**src/rtl/core/lms_pkg.sv**
```systemverilog
// Shared types and constants for the linear move stepper.
package lms_pkg;

    // Operation codes carried by an input item
    localparam logic [2:0] OP_BEGIN = 3'd0;
    localparam logic [2:0] OP_END   = 3'd1;
    localparam logic [2:0] OP_NEXT  = 3'd2;
    localparam logic [2:0] OP_PREV  = 3'd3;
    localparam logic [2:0] OP_FWD   = 3'd4;
    localparam logic [2:0] OP_BACK  = 3'd5;

    // Configuration register indexes
    localparam logic [1:0] CFG_VECTOR_X   = 2'd0;
    localparam logic [1:0] CFG_VECTOR_Y   = 2'd1;
    localparam logic [1:0] CFG_BEAT_COUNT = 2'd2;

    localparam int          COORD_W   = 16;
    localparam int          BEAT_W    = 16;
    localparam int          COUNT_W   = 15;
    localparam int          DVD_W     = 32;
    localparam int          DIV_STEPS = DVD_W;
    localparam logic [15:0] BEAT_MAX  = 16'hFFFF;

    // Sequencer states
    typedef enum logic [2:0] {
        ST_IDLE,
        ST_MUL,
        ST_LOAD,
        ST_DIV,
        ST_FIN
    } lms_state_t;

endpackage

```
**src/rtl/core/lms_div.sv**
```systemverilog
// Radix-2 restoring divider, unsigned 32-bit dividend by 15-bit divisor, one bit per cycle.
module lms_div
    import lms_pkg::*;
(
    input  logic                 aclk,
    input  logic                 aresetn,
    input  logic                 start,
    input  logic [DVD_W-1:0]     dividend,
    input  logic [COUNT_W-1:0]   divisor,
    output logic                 done,
    output logic [DVD_W-1:0]     quotient
);

    logic [COUNT_W-1:0] rem_reg, rem_next;
    logic [COUNT_W-1:0] dsr_reg;
    logic [DVD_W-1:0]   dvd_reg, dvd_next;
    logic [4:0]         cnt_reg;
    logic               busy_reg;
    logic               done_reg;
    logic [COUNT_W:0]   trial;
    logic [COUNT_W:0]   diff;
    logic               ge;

    // One trial subtraction per cycle; quotient bits shift in behind the dividend
    always_comb begin
        trial    = {rem_reg, dvd_reg[DVD_W-1]};
        diff     = trial - {1'b0, dsr_reg};
        ge       = (trial >= {1'b0, dsr_reg});
        rem_next = ge ? diff[COUNT_W-1:0] : trial[COUNT_W-1:0];
        dvd_next = {dvd_reg[DVD_W-2:0], ge};
    end

    // Control
    always_ff @(posedge aclk) begin
        if (!aresetn) begin
            busy_reg <= 1'b0;
            done_reg <= 1'b0;
            cnt_reg  <= '0;
        end else begin
            done_reg <= 1'b0;
            if (start) begin
                busy_reg <= 1'b1;
                cnt_reg  <= '0;
            end else if (busy_reg) begin
                cnt_reg <= cnt_reg + 5'd1;
                if (cnt_reg == 5'(DIV_STEPS - 1)) begin
                    busy_reg <= 1'b0;
                    done_reg <= 1'b1;
                end
            end
        end
    end

    // Datapath
    always_ff @(posedge aclk) begin
        if (start) begin
            rem_reg <= '0;
            dsr_reg <= divisor;
            dvd_reg <= dividend;
        end else if (busy_reg) begin
            rem_reg <= rem_next;
            dvd_reg <= dvd_next;
        end
    end

    assign done     = done_reg;
    assign quotient = dvd_reg;

endmodule

```
**src/rtl/core/beat_linear_move_stepper_top.sv**
```systemverilog
// Top level of the linear move stepper: sequencer, shared multiplier and divider.
// Begin, end, apply and non-moving steps go from accept straight to the finish state,
// which loads the output register once it is free. A moving next or previous step runs
// 4 divisions in turn (multiply, load, divider iterations, done), then finishes; the
// one radix-2 divider serves all four. s_ready is high only while the sequencer is idle,
// and a result left waiting holds it low, so a new item waits until the last has gone.
// Synchronous active-low reset clears the state, beat counter, config and m_valid.
module beat_linear_move_stepper_top
    import lms_pkg::*;
(
    input  logic                      aclk,
    input  logic                      aresetn,
    // configuration
    input  logic                      cfg_we,
    input  logic [1:0]                cfg_index,
    input  logic [15:0]               cfg_wdata,
    // input items
    input  logic                      s_valid,
    output logic                      s_ready,
    input  logic [2:0]                s_operation,
    input  logic signed [COORD_W-1:0] s_pos_x,
    input  logic signed [COORD_W-1:0] s_pos_y,
    // result items
    output logic                      m_valid,
    input  logic                      m_ready,
    output logic signed [COORD_W-1:0] m_new_x,
    output logic signed [COORD_W-1:0] m_new_y,
    output logic                      m_more,
    output logic [BEAT_W-1:0]         m_beat_now
);

    lms_state_t state_reg, state_next;

    logic [COORD_W-1:0] vx_reg, vy_reg;
    logic [COUNT_W-1:0] n_reg;
    logic [BEAT_W-1:0]  beat_reg;
    logic [BEAT_W-1:0]  b_new_reg, b_old_reg;
    logic [COORD_W-1:0] px_reg, py_reg;
    logic [COORD_W-1:0] dx_reg, dy_reg;
    logic               more_reg;
    logic [1:0]         job_reg;
    logic [DVD_W-1:0]   mag_reg;
    logic               neg_reg;

    logic               m_valid_reg;
    logic [COORD_W-1:0] out_x_reg, out_y_reg;
    logic               out_more_reg;
    logic [BEAT_W-1:0]  out_beat_reg;

    logic               accept;
    logic               need_div;
    logic               div_start;
    logic               div_done;
    logic [DVD_W-1:0]   div_q;
    logic               out_load;
    logic               last_job;

    logic [BEAT_W-1:0]  mul_b;
    logic [COORD_W-1:0] mul_v;
    logic [COORD_W-1:0] abs_v;
    logic [COORD_W-1:0] term;

    // Step that actually moves needs the divider
    always_comb begin
        need_div = 1'b0;
        if (n_reg != '0) begin
            if (s_operation == OP_NEXT && beat_reg != BEAT_MAX) begin
                need_div = 1'b1;
            end else if (s_operation == OP_PREV && beat_reg != '0) begin
                need_div = 1'b1;
            end
        end
    end

    assign accept   = s_valid && s_ready;
    assign last_job = (job_reg == 2'd3);

    // Next state
    always_comb begin
        state_next = state_reg;
        case (state_reg)
            ST_IDLE: begin
                if (accept) begin
                    state_next = need_div ? ST_MUL : ST_FIN;
                end
            end
            ST_MUL:  state_next = ST_LOAD;
            ST_LOAD: state_next = ST_DIV;
            ST_DIV: begin
                if (div_done) begin
                    state_next = last_job ? ST_FIN : ST_MUL;
                end
            end
            ST_FIN: begin
                if (!m_valid_reg || m_ready) begin
                    state_next = ST_IDLE;
                end
            end
            default: state_next = ST_IDLE;
        endcase
    end

    // Sequencer outputs
    always_comb begin
        s_ready   = 1'b0;
        div_start = 1'b0;
        out_load  = 1'b0;
        case (state_reg)
            ST_IDLE: s_ready   = 1'b1;
            ST_LOAD: div_start = 1'b1;
            ST_FIN:  out_load  = !m_valid_reg || m_ready;
            default: ;
        endcase
    end

    always_ff @(posedge aclk) begin
        if (!aresetn) begin
            state_reg <= ST_IDLE;
        end else begin
            state_reg <= state_next;
        end
    end

    // Configuration registers
    always_ff @(posedge aclk) begin
        if (!aresetn) begin
            vx_reg <= '0;
            vy_reg <= '0;
            n_reg  <= '0;
        end else if (cfg_we) begin
            case (cfg_index)
                CFG_VECTOR_X:   vx_reg <= cfg_wdata;
                CFG_VECTOR_Y:   vy_reg <= cfg_wdata;
                CFG_BEAT_COUNT: n_reg  <= cfg_wdata[COUNT_W-1:0];
                default: ;
            endcase
        end
    end

    // Beat counter, settled at accept
    always_ff @(posedge aclk) begin
        if (!aresetn) begin
            beat_reg <= '0;
        end else if (accept) begin
            case (s_operation)
                OP_BEGIN, OP_BACK: beat_reg <= '0;
                OP_END, OP_FWD:    beat_reg <= {1'b0, n_reg};
                OP_NEXT: begin
                    if (beat_reg != BEAT_MAX) beat_reg <= beat_reg + 16'd1;
                end
                OP_PREV: begin
                    if (beat_reg != '0) beat_reg <= beat_reg - 16'd1;
                end
                default: ;
            endcase
        end
    end

    // Shared multiplier operands: job bit 0 picks the beat, bit 1 the axis
    assign mul_b = job_reg[0] ? b_old_reg : b_new_reg;
    assign mul_v = job_reg[1] ? vy_reg : vx_reg;
    assign abs_v = mul_v[COORD_W-1] ? (~mul_v + 16'd1) : mul_v;

    // Signed quotient, only the low sixteen bits matter since the point wraps
    assign term = neg_reg ? (~div_q[COORD_W-1:0] + 16'd1) : div_q[COORD_W-1:0];

    // Working registers
    always_ff @(posedge aclk) begin
        if (accept) begin
            px_reg    <= s_pos_x;
            py_reg    <= s_pos_y;
            b_old_reg <= beat_reg;
            job_reg   <= '0;
            dx_reg    <= '0;
            dy_reg    <= '0;
            more_reg  <= 1'b0;
            b_new_reg <= beat_reg;
            case (s_operation)
                OP_BEGIN: begin
                    if (n_reg == '0) begin
                        dx_reg <= vx_reg;
                        dy_reg <= vy_reg;
                    end else begin
                        more_reg <= 1'b1;
                    end
                end
                OP_END: begin
                    if (n_reg == '0) begin
                        dx_reg <= ~vx_reg + 16'd1;
                        dy_reg <= ~vy_reg + 16'd1;
                    end else begin
                        more_reg <= 1'b1;
                    end
                end
                OP_NEXT: begin
                    if (beat_reg != BEAT_MAX) begin
                        b_new_reg <= beat_reg + 16'd1;
                        more_reg  <= ((beat_reg + 16'd1) < {1'b0, n_reg});
                    end else begin
                        more_reg  <= 1'b0;
                    end
                end
                OP_PREV: begin
                    if (beat_reg != '0) begin
                        b_new_reg <= beat_reg - 16'd1;
                        more_reg  <= 1'b1;
                    end
                end
                OP_FWD: begin
                    dx_reg <= vx_reg;
                    dy_reg <= vy_reg;
                end
                OP_BACK: begin
                    dx_reg <= ~vx_reg + 16'd1;
                    dy_reg <= ~vy_reg + 16'd1;
                end
                default: ;
            endcase
        end else begin
            case (state_reg)
                ST_MUL: begin
                    mag_reg <= DVD_W'(mul_b) * DVD_W'(abs_v);
                    neg_reg <= mul_v[COORD_W-1];
                end
                ST_DIV: begin
                    if (div_done) begin
                        // new-beat part added, old-beat part subtracted
                        if (!job_reg[1]) begin
                            dx_reg <= job_reg[0] ? (dx_reg - term) : (dx_reg + term);
                        end else begin
                            dy_reg <= job_reg[0] ? (dy_reg - term) : (dy_reg + term);
                        end
                        job_reg <= job_reg + 2'd1;
                    end
                end
                default: ;
            endcase
        end
    end

    lms_div u_div (
        .aclk     (aclk),
        .aresetn  (aresetn),
        .start    (div_start),
        .dividend (mag_reg),
        .divisor  (n_reg),
        .done     (div_done),
        .quotient (div_q)
    );

    // Output register
    always_ff @(posedge aclk) begin
        if (!aresetn) begin
            m_valid_reg <= 1'b0;
        end else if (out_load) begin
            m_valid_reg <= 1'b1;
        end else if (m_ready) begin
            m_valid_reg <= 1'b0;
        end
    end

    always_ff @(posedge aclk) begin
        if (out_load) begin
            out_x_reg    <= px_reg + dx_reg;
            out_y_reg    <= py_reg + dy_reg;
            out_more_reg <= more_reg;
            out_beat_reg <= beat_reg;
        end
    end

    assign m_valid    = m_valid_reg;
    assign m_new_x    = out_x_reg;
    assign m_new_y    = out_y_reg;
    assign m_more     = out_more_reg;
    assign m_beat_now = out_beat_reg;

endmodule

```
**config.mk**
```make
export PLATFORM = sky130hd
export DESIGN_NAME = beat_linear_move_stepper_top
export DESIGN_NICKNAME = d
export VERILOG_FILES = /design/src/rtl/core/lms_pkg.sv /design/src/rtl/core/lms_div.sv /design/src/rtl/core/beat_linear_move_stepper_top.sv
export SDC_FILE = /design/constraint.sdc
export NUM_CORES = 1
export LEC_CHECK = 0
export ABC_AREA = 0
export ABC_CLOCK_PERIOD_IN_PS = 9210
export BUFFER_PORTS_ARGS = -buffer_cell sky130_fd_sc_hd__buf_2
export CORE_MARGIN = 1
export CORE_UTILIZATION = 45
export CTS_CLUSTER_DIAMETER = 120
export DETAILED_ROUTE_END_ITERATION = 7
export PLACE_DENSITY = 0.67
export SYNTH_ARGS = -nofsm -noshare
export SYNTH_HDL_FRONTEND = slang
export SYNTH_HIERARCHICAL = 1
export SYNTH_SLANG_ARGS = --single-unit
export TNS_END_PERCENT = 5
```
**constraint.sdc**
```tcl
create_clock -name aclk -period 9.21 [get_ports aclk]
set_input_delay 0.921 -clock aclk [delete_from_list [all_inputs] [get_ports aclk]]
set_output_delay 0.921 -clock aclk [all_outputs]
set_load 0.05 [all_outputs]
```
=== Yosys cells after proc, flatten, opt, wreduce, memory -nomap -nowiden ===
Index checks and enable logic that the tools add are counted.
W data, S select, Z words.

* Order comparisons: 2
* Add/sub/neg operators: 15
* Multiplexer cells: 49
* Bitwise operators: 7
* Eq/ne operators: 18
* Multiply operators: 1
* Reductions and logical operators: 31

{| class="wikitable"
|+ Operator list
! operator !! count
|-
| $mux W16 || 20
|-
| $pmux W16 S4 || 3
|-
| $add A16 B1 Y16 const B || 5
|-
| $add A16 B16 Y16 || 4
|-
| $mux W32 || 2
|-
| $not A16 Y16 || 4
|-
| $mul A16 B16 Y32 || 1
|-
| $pmux W16 S2 || 1
|-
| $sub A16 B16 Y16 || 2
|-
| $ge A16 B15 Y1 || 1
|-
| $lt A16 B15 Y1 || 1
|-
| $ne A16 B16 Y1 const B || 1
|-
| $reduce_bool A16 Y1 || 1
|-
| $sub A16 B1 Y16 const B || 1
|-
| $logic_not A15 Y1 || 1
|-
| $mux W1 || 15
|-
| $mux W15 || 1
|-
| $mux W3 || 5
|-
| $pmux W3 S5 || 1
|-
| $reduce_bool A15 Y1 || 1
|-
| $sub A15 B15 Y15 || 1
|-
| $eq A3 B2 Y1 const B || 4
|-
| $reduce_and A2 Y1 || 6
|-
| $reduce_bool A2 Y1 || 5
|-
| other kinds (20) || 36
|}

* Output and inout bits: 51
* Word-level logic and storage cells: 149
* Flip-flop bits (word level): 317
* Input port bits: 58

=== Logic depth before layout (Yosys ltp) ===
Gate-level depths: netlist (run 1).

* Word-level depth: 9
* Mapped depth: 32
* Gate-level depth less buffers: 31

=== Hierarchy ===
Netlist (run 1), hierarchy kept.

{| class="wikitable"
|+ Modules (own cells, without submodules)
! module !! cells an instance !! instances !! area an instance (sq um) !! sequential area each (sq um)
|-
| beat_linear_move_stepper_top || 2449 || 1 || 22790.6 || 6756.5
|-
| lms_div || 338 || 1 || 3696.0 || 1851.8
|}

=== Least setup slack after synthesis (run 1) ===
No wires, ideal clock.

* Path kind: register to register
* Start: register job_reg[1]
* End: register mag_reg[28], data pin
* Cell stages (with the launch flop): 29
* Arrival: 7465 ps
* Period minus slack after synthesis: 7731 ps
* Library setup time: 266 ps
* Required time: 8944 ps
* Setup slack: 1479 ps
* Path through: dfxtp_1 > clkbuf_1 > buf_2 > buf_1 > buf_1 > mux2i_1 > xor2_1 > clkbuf_1 > nand2_1 > fa_1 > inv_1 > fa_1 > inv_1 > fa_1 > inv_1 > fa_1 > fa_1 > inv_1 > fa_1 > inv_1 > ha_1 > a21o_1 > a21o_1 > a21o_1 > a31oi_1 > o21a_1 > o211ai_1 > o41ai_1 > xnor2_1

* Longest elaborated chain between the ends: 5

{| class="wikitable"
|+ RTL lines
! what !! line !! source
|-
| start, declared || beat_linear_move_stepper_top.sv:41 || <nowiki>logic [1:0] job_reg;</nowiki>
|-
| start signal, assigned || beat_linear_move_stepper_top.sv:233 || <nowiki>job_reg <= job_reg + 2'd1;</nowiki>
|-
| $mux W16 * || beat_linear_move_stepper_top.sv:161 || <nowiki>assign mul_v = job_reg[1] ? vy_reg : vx_reg;</nowiki>
|-
| $not A16 Y16 || beat_linear_move_stepper_top.sv:162 || <nowiki>assign abs_v = mul_v[COORD_W-1] ? (~mul_v + 16'd1) : mul_v;</nowiki>
|-
| $add A16 B1 Y16 || beat_linear_move_stepper_top.sv:162 ||
|-
| $mux W16 * || beat_linear_move_stepper_top.sv:162 ||
|-
| $mul A16 B16 Y32 * || beat_linear_move_stepper_top.sv:222 || <nowiki>mag_reg <= DVD_W'(mul_b) * DVD_W'(abs_v);</nowiki>
|-
| end signal, assigned || beat_linear_move_stepper_top.sv:222 ||
|-
| end, declared || beat_linear_move_stepper_top.sv:42 || <nowiki>logic [DVD_W-1:0] mag_reg;</nowiki>
|}

Mark *: on every way between the ends. The rest lies on a longest branch, timed or not.
A chain may end at the register's enable or synchronous reset.

=== Final worst setup path (run 1) ===
Ends and elaborated chain as after synthesis.

==> run summary, run 1 <==
Prevailing post-synth register cell: edfxtp_1
Register area share after synthesis: 0.325
Synth warn: 6
Largest net degree at the start of global routing: 65
Root buf cell: clkbuf_16
Register bit count reported by yosys: 317
IO Pins: 109
Post-CTS sizing: 0
Number of global-route vias before repair: 21.0k
Max stage delay cell, worst path: fa_1
Setup ws final: 0.514 ns
Worst vdd ir: 0.140 mV
Max frequency: 0.115 GHz
Clock slew at reported path FFs: 0.06 ns
Slowest stage delay, CP: 0.53 ns
Clock latency on the worst-skew pair: 0.57 ns
Met1 usage: 0.315
Critical path class: flop to flop
Required time of the critical path: 9.52 ns
# DRC: 0
Port Buffers: 108
Clock Skew: 0.0155 ns
Worst rel slew slack: 0.170
First-pass DRT Iterations: 5
Power density cells: 182 nW/um^2
Met2 Use GR: 0.413
Syn Std Cell Area: 26500 sq um
Max Cap Viol: 0
Worst EP arrival: 9.00 ns
Yosys top cell by area: edfxtp_1
WL/cell: 19.5 um
Worst slew pin tran: 1.24 ns
Most frequent CP cell: fa_1
Die width: 245 um
CTS Buf Count: 38
Die Height: 245 um
Syn avg cell area: 9.50 sq um
Count leader, synth: nand2_1
Synth cell count leaders: nand2_1, inv_1, nor2_1
Max FO, Critical Path: 21
DPL Wire Length: 54300 um
Routed via count: 20.7k
Global-route wire length before repair: 114000 um
Final hold slack: 0.428 ns
Max Slew Vio Count: 0
GR Overflow Total: 0
Fill cells: 5391
R2R depth: 29
Post-DRT Antenna Nets: 0
Place WS: 0.335 ns
Gr busiest metal: met2
Post-CTS Setup Repair Bufs: 0
Die ar.: 59800 sq um
Core ar.: 57900 sq um
Area Overhead vs Synth: 9.77%
Initial antenna violation count: 3
Setup Viol. Count Final: 0
Syn nets: 3247
Vias/cell: 5.65
Starting DRT DRC Count: 1489
Area occupied by multi-input gates: 16300 sq um
Dominant cells by area after synthesis: edfxtp_1, fa_1, ha_1, dfxtp_1, nand2_1
H-tree lvl count: 2
Share of Yosys cell area claimed by the top area cell type: 0.256
Run status: finished, final reports clean
Hold_buf cts: 0
Met3 usage: 0.0330
Gr usage total: 0.243
Final Util: 0.502
Hold Fails Final Rpt: 0
CTS Buffer Depth: 3
CTS sink count: 317
Distinct cells, synth: 88
Post-Synthesis Cells: 2787
Period utilisation layout: 0.944
Worst Setup End Kind: flop
RSZ-0062 raised after global routing: false
FF/Latch Area: 8610 sq um
CP Launch Type: flop
Setup_tns: 0 ns
CTS tree: done
Final min period: 8.70 ns
Worst Hold Class: flop to flop
Final wirelength: 71400 um
Post-synth ARST share: 0
Initial Util: 0.457
Layout Nets: 3321
Pleak: 0.0124 uW
Row count: 88
Worst hold path depth: 0
Layout cells sized above 1: 0.102
Post-synth EDFFs: 226
Routability congestion estimate: 0.956
[logic make-up after synthesis]
kind of cell,share of synthesized area
and+or+nand+nor,0.151
AOI/OAI and AO/OA,0.120
buffers and inverters,0.0616
adders and majority gates,0.246
DFF,0.325
xor gates and xnor gates,0.0611
muxes,0.0356
[final cells by class]
class | instances | share of cell area
timing repair buffer | 146 | 0.0284
multi-input combinational | 2054 | 0.560
clock buffer | 47 | 0.0360
clock inverter | 21 | 0.00706
inverter | 304 | 0.0393
antenna | 2 | 0.000172
sequential | 317 | 0.296
tap | 765 | 0.0329
[worst max-delay path: cells and delay by family, from the launching register on]
kind,cells,cell delay (ns)
XOR/XNOR,2,0.51
buffers and inverters,7,0.85
flip-flops,1,0.50
AND/OR/NAND/NOR,4,0.74
AO/OA/AOI/OAI,8,2.10
multiplexers,1,0.38
adder cells (fa/ha/maj),7,3.32
[final timing paths]
check / from / end / slack (ns)
worst max-delay path: job_reg[1]$_SDFFE_PP0P_ / mag_reg[28]$_DFFE_PP_ / 0.51
worst min-delay path: more_reg$_DFFE_PP_ / m_more$_DFFE_PP_ / 0.43
worst max register to register: job_reg[1]$_SDFFE_PP0P_ / mag_reg[28]$_DFFE_PP_ / 0.51
worst min register to register: more_reg$_DFFE_PP_ / m_more$_DFFE_PP_ / 0.43
[placed cells by master (no fill, tap or decap), types with 20 or more instances in the layout]
master | Yosys | layout
inv_1 | 301 | 300
clkbuf_16 | 0 | 40
o22ai_1 | 29 | 29
buf_4 | 5 | 38
a211oi_1 | 21 | 21
a21o_1 | 35 | 35
o21ai_0 | 89 | 88
o21a_1 | 20 | 20
a21oi_1 | 150 | 150
xnor2_1 | 105 | 105
mux2_2 | 49 | 49
nor3_1 | 48 | 48
ha_1 | 203 | 203
nand2_1 | 374 | 374
mux2i_1 | 39 | 38
o31ai_1 | 24 | 24
dfxtp_1 | 91 | 89
edfxtp_1 | 226 | 226
fa_1 | 199 | 199
xor2_1 | 78 | 76
nand3_1 | 31 | 31
buf_2 | 11 | 108
nor2_1 | 246 | 246
nand2b_1 | 41 | 41
[power by group]
group	internal, uW	switching [uW]	total [uW]
combinational	728	1160	1890
clock	895	627	1520
sequential	1760	129	1890
[metrics by stage]
| step | instance area, sq um | std cells | power [uW] |
|---|---|---|---|
| 2_1_floorplan | 26500 | 2787 | 3320 |
| 3_3_place_gp | 27800 | 3586 | 3740 |
| 3_5_place_dp | 27800 | 3586 | 3780 |
| 4_1_cts | 29100 | 3654 | 5320 |
| 5_1_grt | 29100 | 3656 | 5620 |
| 6_report | 29100 | 3656 | 5300 |
[routing by layer]
metal  wire, um  part of all wire  vias to the layer above
met5          0                 0                        -
met4       2150             0.030                        0
met3       4030             0.056                      133
met2      34700              0.49                      640
met1      30600              0.43                    10200
li1           -                 -                     9686
Power figures use the tool's default switching activity.
==> inputs of run 2 (changes only) <==
--- a/config.mk
+++ b/config.mk
@@ -10,6 +10,7 @@
 export BUFFER_PORTS_ARGS = -buffer_cell sky130_fd_sc_hd__buf_2
 export CORE_MARGIN = 1
 export CORE_UTILIZATION = 45
+export CTS_BUF_LIST = sky130_fd_sc_hd__clkbuf_16
 export CTS_CLUSTER_DIAMETER = 120
 export DETAILED_ROUTE_END_ITERATION = 7
 export PLACE_DENSITY = 0.67
==> run 2 against run 1 <==
First-iteration DRC count increased by 0.60%. Non-clock buffer count unchanged. Critical path depth unchanged. Total power decreased by 0.47%. Sequential power about the same. Via count decreased by 0.40%. Final cell count unchanged. Register-to-register slack got worse by 0.04 ns. Utilization about the same. Design area about the same. Global-route usage unchanged. Sequential cell count unchanged. Critical path type unchanged. Critical endpoint unchanged. Largest power group unchanged.
==> run summary, run 2 (same netlist as run 1, synthesis figures left out) <==
Run status: finished, final reports clean
CP Launch Type: flop
Gr usage total: 0.243
Row count: 88
Starting DRT DRC Count: 1498
Die width: 245 um
# DRC: 0
IO Pins: 109
Clock slew at reported path FFs: 0.06 ns
Met3 usage: 0.0330
GR Overflow Total: 0
Max Slew Vio Count: 0
Required time of the critical path: 9.52 ns
Met1 usage: 0.315
Max FO, Critical Path: 21
CTS tree: done
Gr busiest metal: met2
Port Buffers: 108
Clock latency on the worst-skew pair: 0.57 ns
Worst EP arrival: 9.04 ns
Clock Skew: 0.0141 ns
WL/cell: 19.5 um
Max frequency: 0.115 GHz
Power density cells: 182 nW/um^2
Pleak: 0.0124 uW
Root buf cell: clkbuf_16
Most frequent cells in the layout: nand2_1, inv_1, nor2_1
Worst Setup End Kind: flop
Largest net degree at the start of global routing: 65
Max stage delay cell, worst path: fa_1
Worst vdd ir: 0.140 mV
Worst Hold Class: flop to flop
First-pass DRT Iterations: 8
Core ar.: 57900 sq um
Slowest stage delay, CP: 0.53 ns
CTS Buf Count: 38
Setup_tns: 0 ns
Initial antenna violation count: 3
CTS Buffer Depth: 3
Setup Viol. Count Final: 0
H-tree lvl count: 2
Final wirelength: 71300 um
Vias/cell: 5.63
Layout Nets: 3321
Routability congestion estimate: 0.956
Worst rel slew slack: 0.178
Die ar.: 59800 sq um
Area Overhead vs Synth: 9.69%
RSZ-0062 raised after global routing: false
Worst slew pin tran: 1.22 ns
Die Height: 245 um
Final Instance Area: 29100 sq um
Routed via count: 20.6k
DPL Wire Length: 54300 um
Placed Area: 27800 sq um
Post-CTS Setup Repair Bufs: 0
Cell family with most CP delay: adder cells
Final min period: 8.73 ns
CTS sink count: 317
Post-DRT Antenna Nets: 0
Most common cell after layout, fill and taps aside: nand2_1
Critical path class: flop to flop
Hold Fails Final Rpt: 0
Layout cells sized above 1: 0.101
Max Cap Viol: 0
Global-route wire length before repair: 114000 um
Number of global-route vias before repair: 21.0k
Period utilisation layout: 0.948
Initial Util: 0.457
Critical path buffer and inverter count: 7
Met2 Use GR: 0.413
Most frequent CP cell: fa_1
Fill cells: 5393
run 2: cell count changes in the layout (fill, tap and decap cells not counted):
| cell | before | now |
|---|---|---|
| clkbuf_1 | 5 | 0 |
| inv_1 | 300 | 305 |
| clkbuf_8 | 2 | 0 |
| inv_2 | 1 | 2 |
| clkinv_1 | 5 | 6 |
run 2: worst reg2reg max path, delay by kind of cell (launching register included):
kind / cells / cell delay [ns]
fa+ha+maj: 7 / 3.33
compound gates: 8 / 2.13
buf+inv: 7 / 0.86
simple gates: 4 / 0.75
xor+xnor: 2 / 0.52
flops: 1 / 0.50
mux: 1 / 0.38
run 2: layout make-up:
type,instances,area [sq um],area share
sequential,317,8610,0.296
antenna,2,5.00,0.000172
clock buffer,40,1000,0.0345
multi-input combinational,2054,16300,0.560
clock inverter,28,231,0.00797
tap,765,957,0.0329
inverter,304,1140,0.0393
timing repair buffer,146,826,0.0284
run 2: power by group:
part	internal (uW)	switching, uW	total (uW)
Clock	873	627	1500
Combinational	728	1160	1890
Sequential	1760	128	1890
run 2: worst paths after layout:
kind	start	slack, ns	cells past startpoint	to
setup / recovery	job_reg[1]$_SDFFE_PP0P_	0.48	29	mag_reg[28]$_DFFE_PP_
hold / removal	more_reg$_DFFE_PP_	0.43	0	m_more$_DFFE_PP_
setup reg to reg	job_reg[1]$_SDFFE_PP0P_	0.48	29	mag_reg[28]$_DFFE_PP_
hold reg to reg	more_reg$_DFFE_PP_	0.43	0	m_more$_DFFE_PP_
run 2: routing by layer:
layer	wire (um)	up-vias	part of all wire
li1	-	9684	-
met4	2070	0	0.029
met3	4210	133	0.059
met2	34600	611	0.49
met1	30400	10200	0.43
met5	0	-	0
run 2: repair_timing:
action / in CTS / in global routing
resized for setup: 0 / 3
setup endpoints to repair: 0 / 2
hold buffers: 0 / 0
hold endpoints to repair: 0 / 0
run 2: per-stage QoR:
stage | instances | hold WS, ns | util | power [uW] | setup WS (ns)
after floorplan | 2787 | 0.400 | - | 3320 | 1.48
after global placement | 3586 | 0.414 | 0.480 | 3740 | 0.620
after detailed placement | 3586 | 0.423 | 0.480 | 3780 | 0.335
after CTS | 3654 | 0.437 | 0.501 | 5300 | 0.318
after global routing | 3656 | 0.439 | 0.502 | 5600 | 0.0469
final | 3656 | 0.429 | 0.502 | 5270 | 0.477
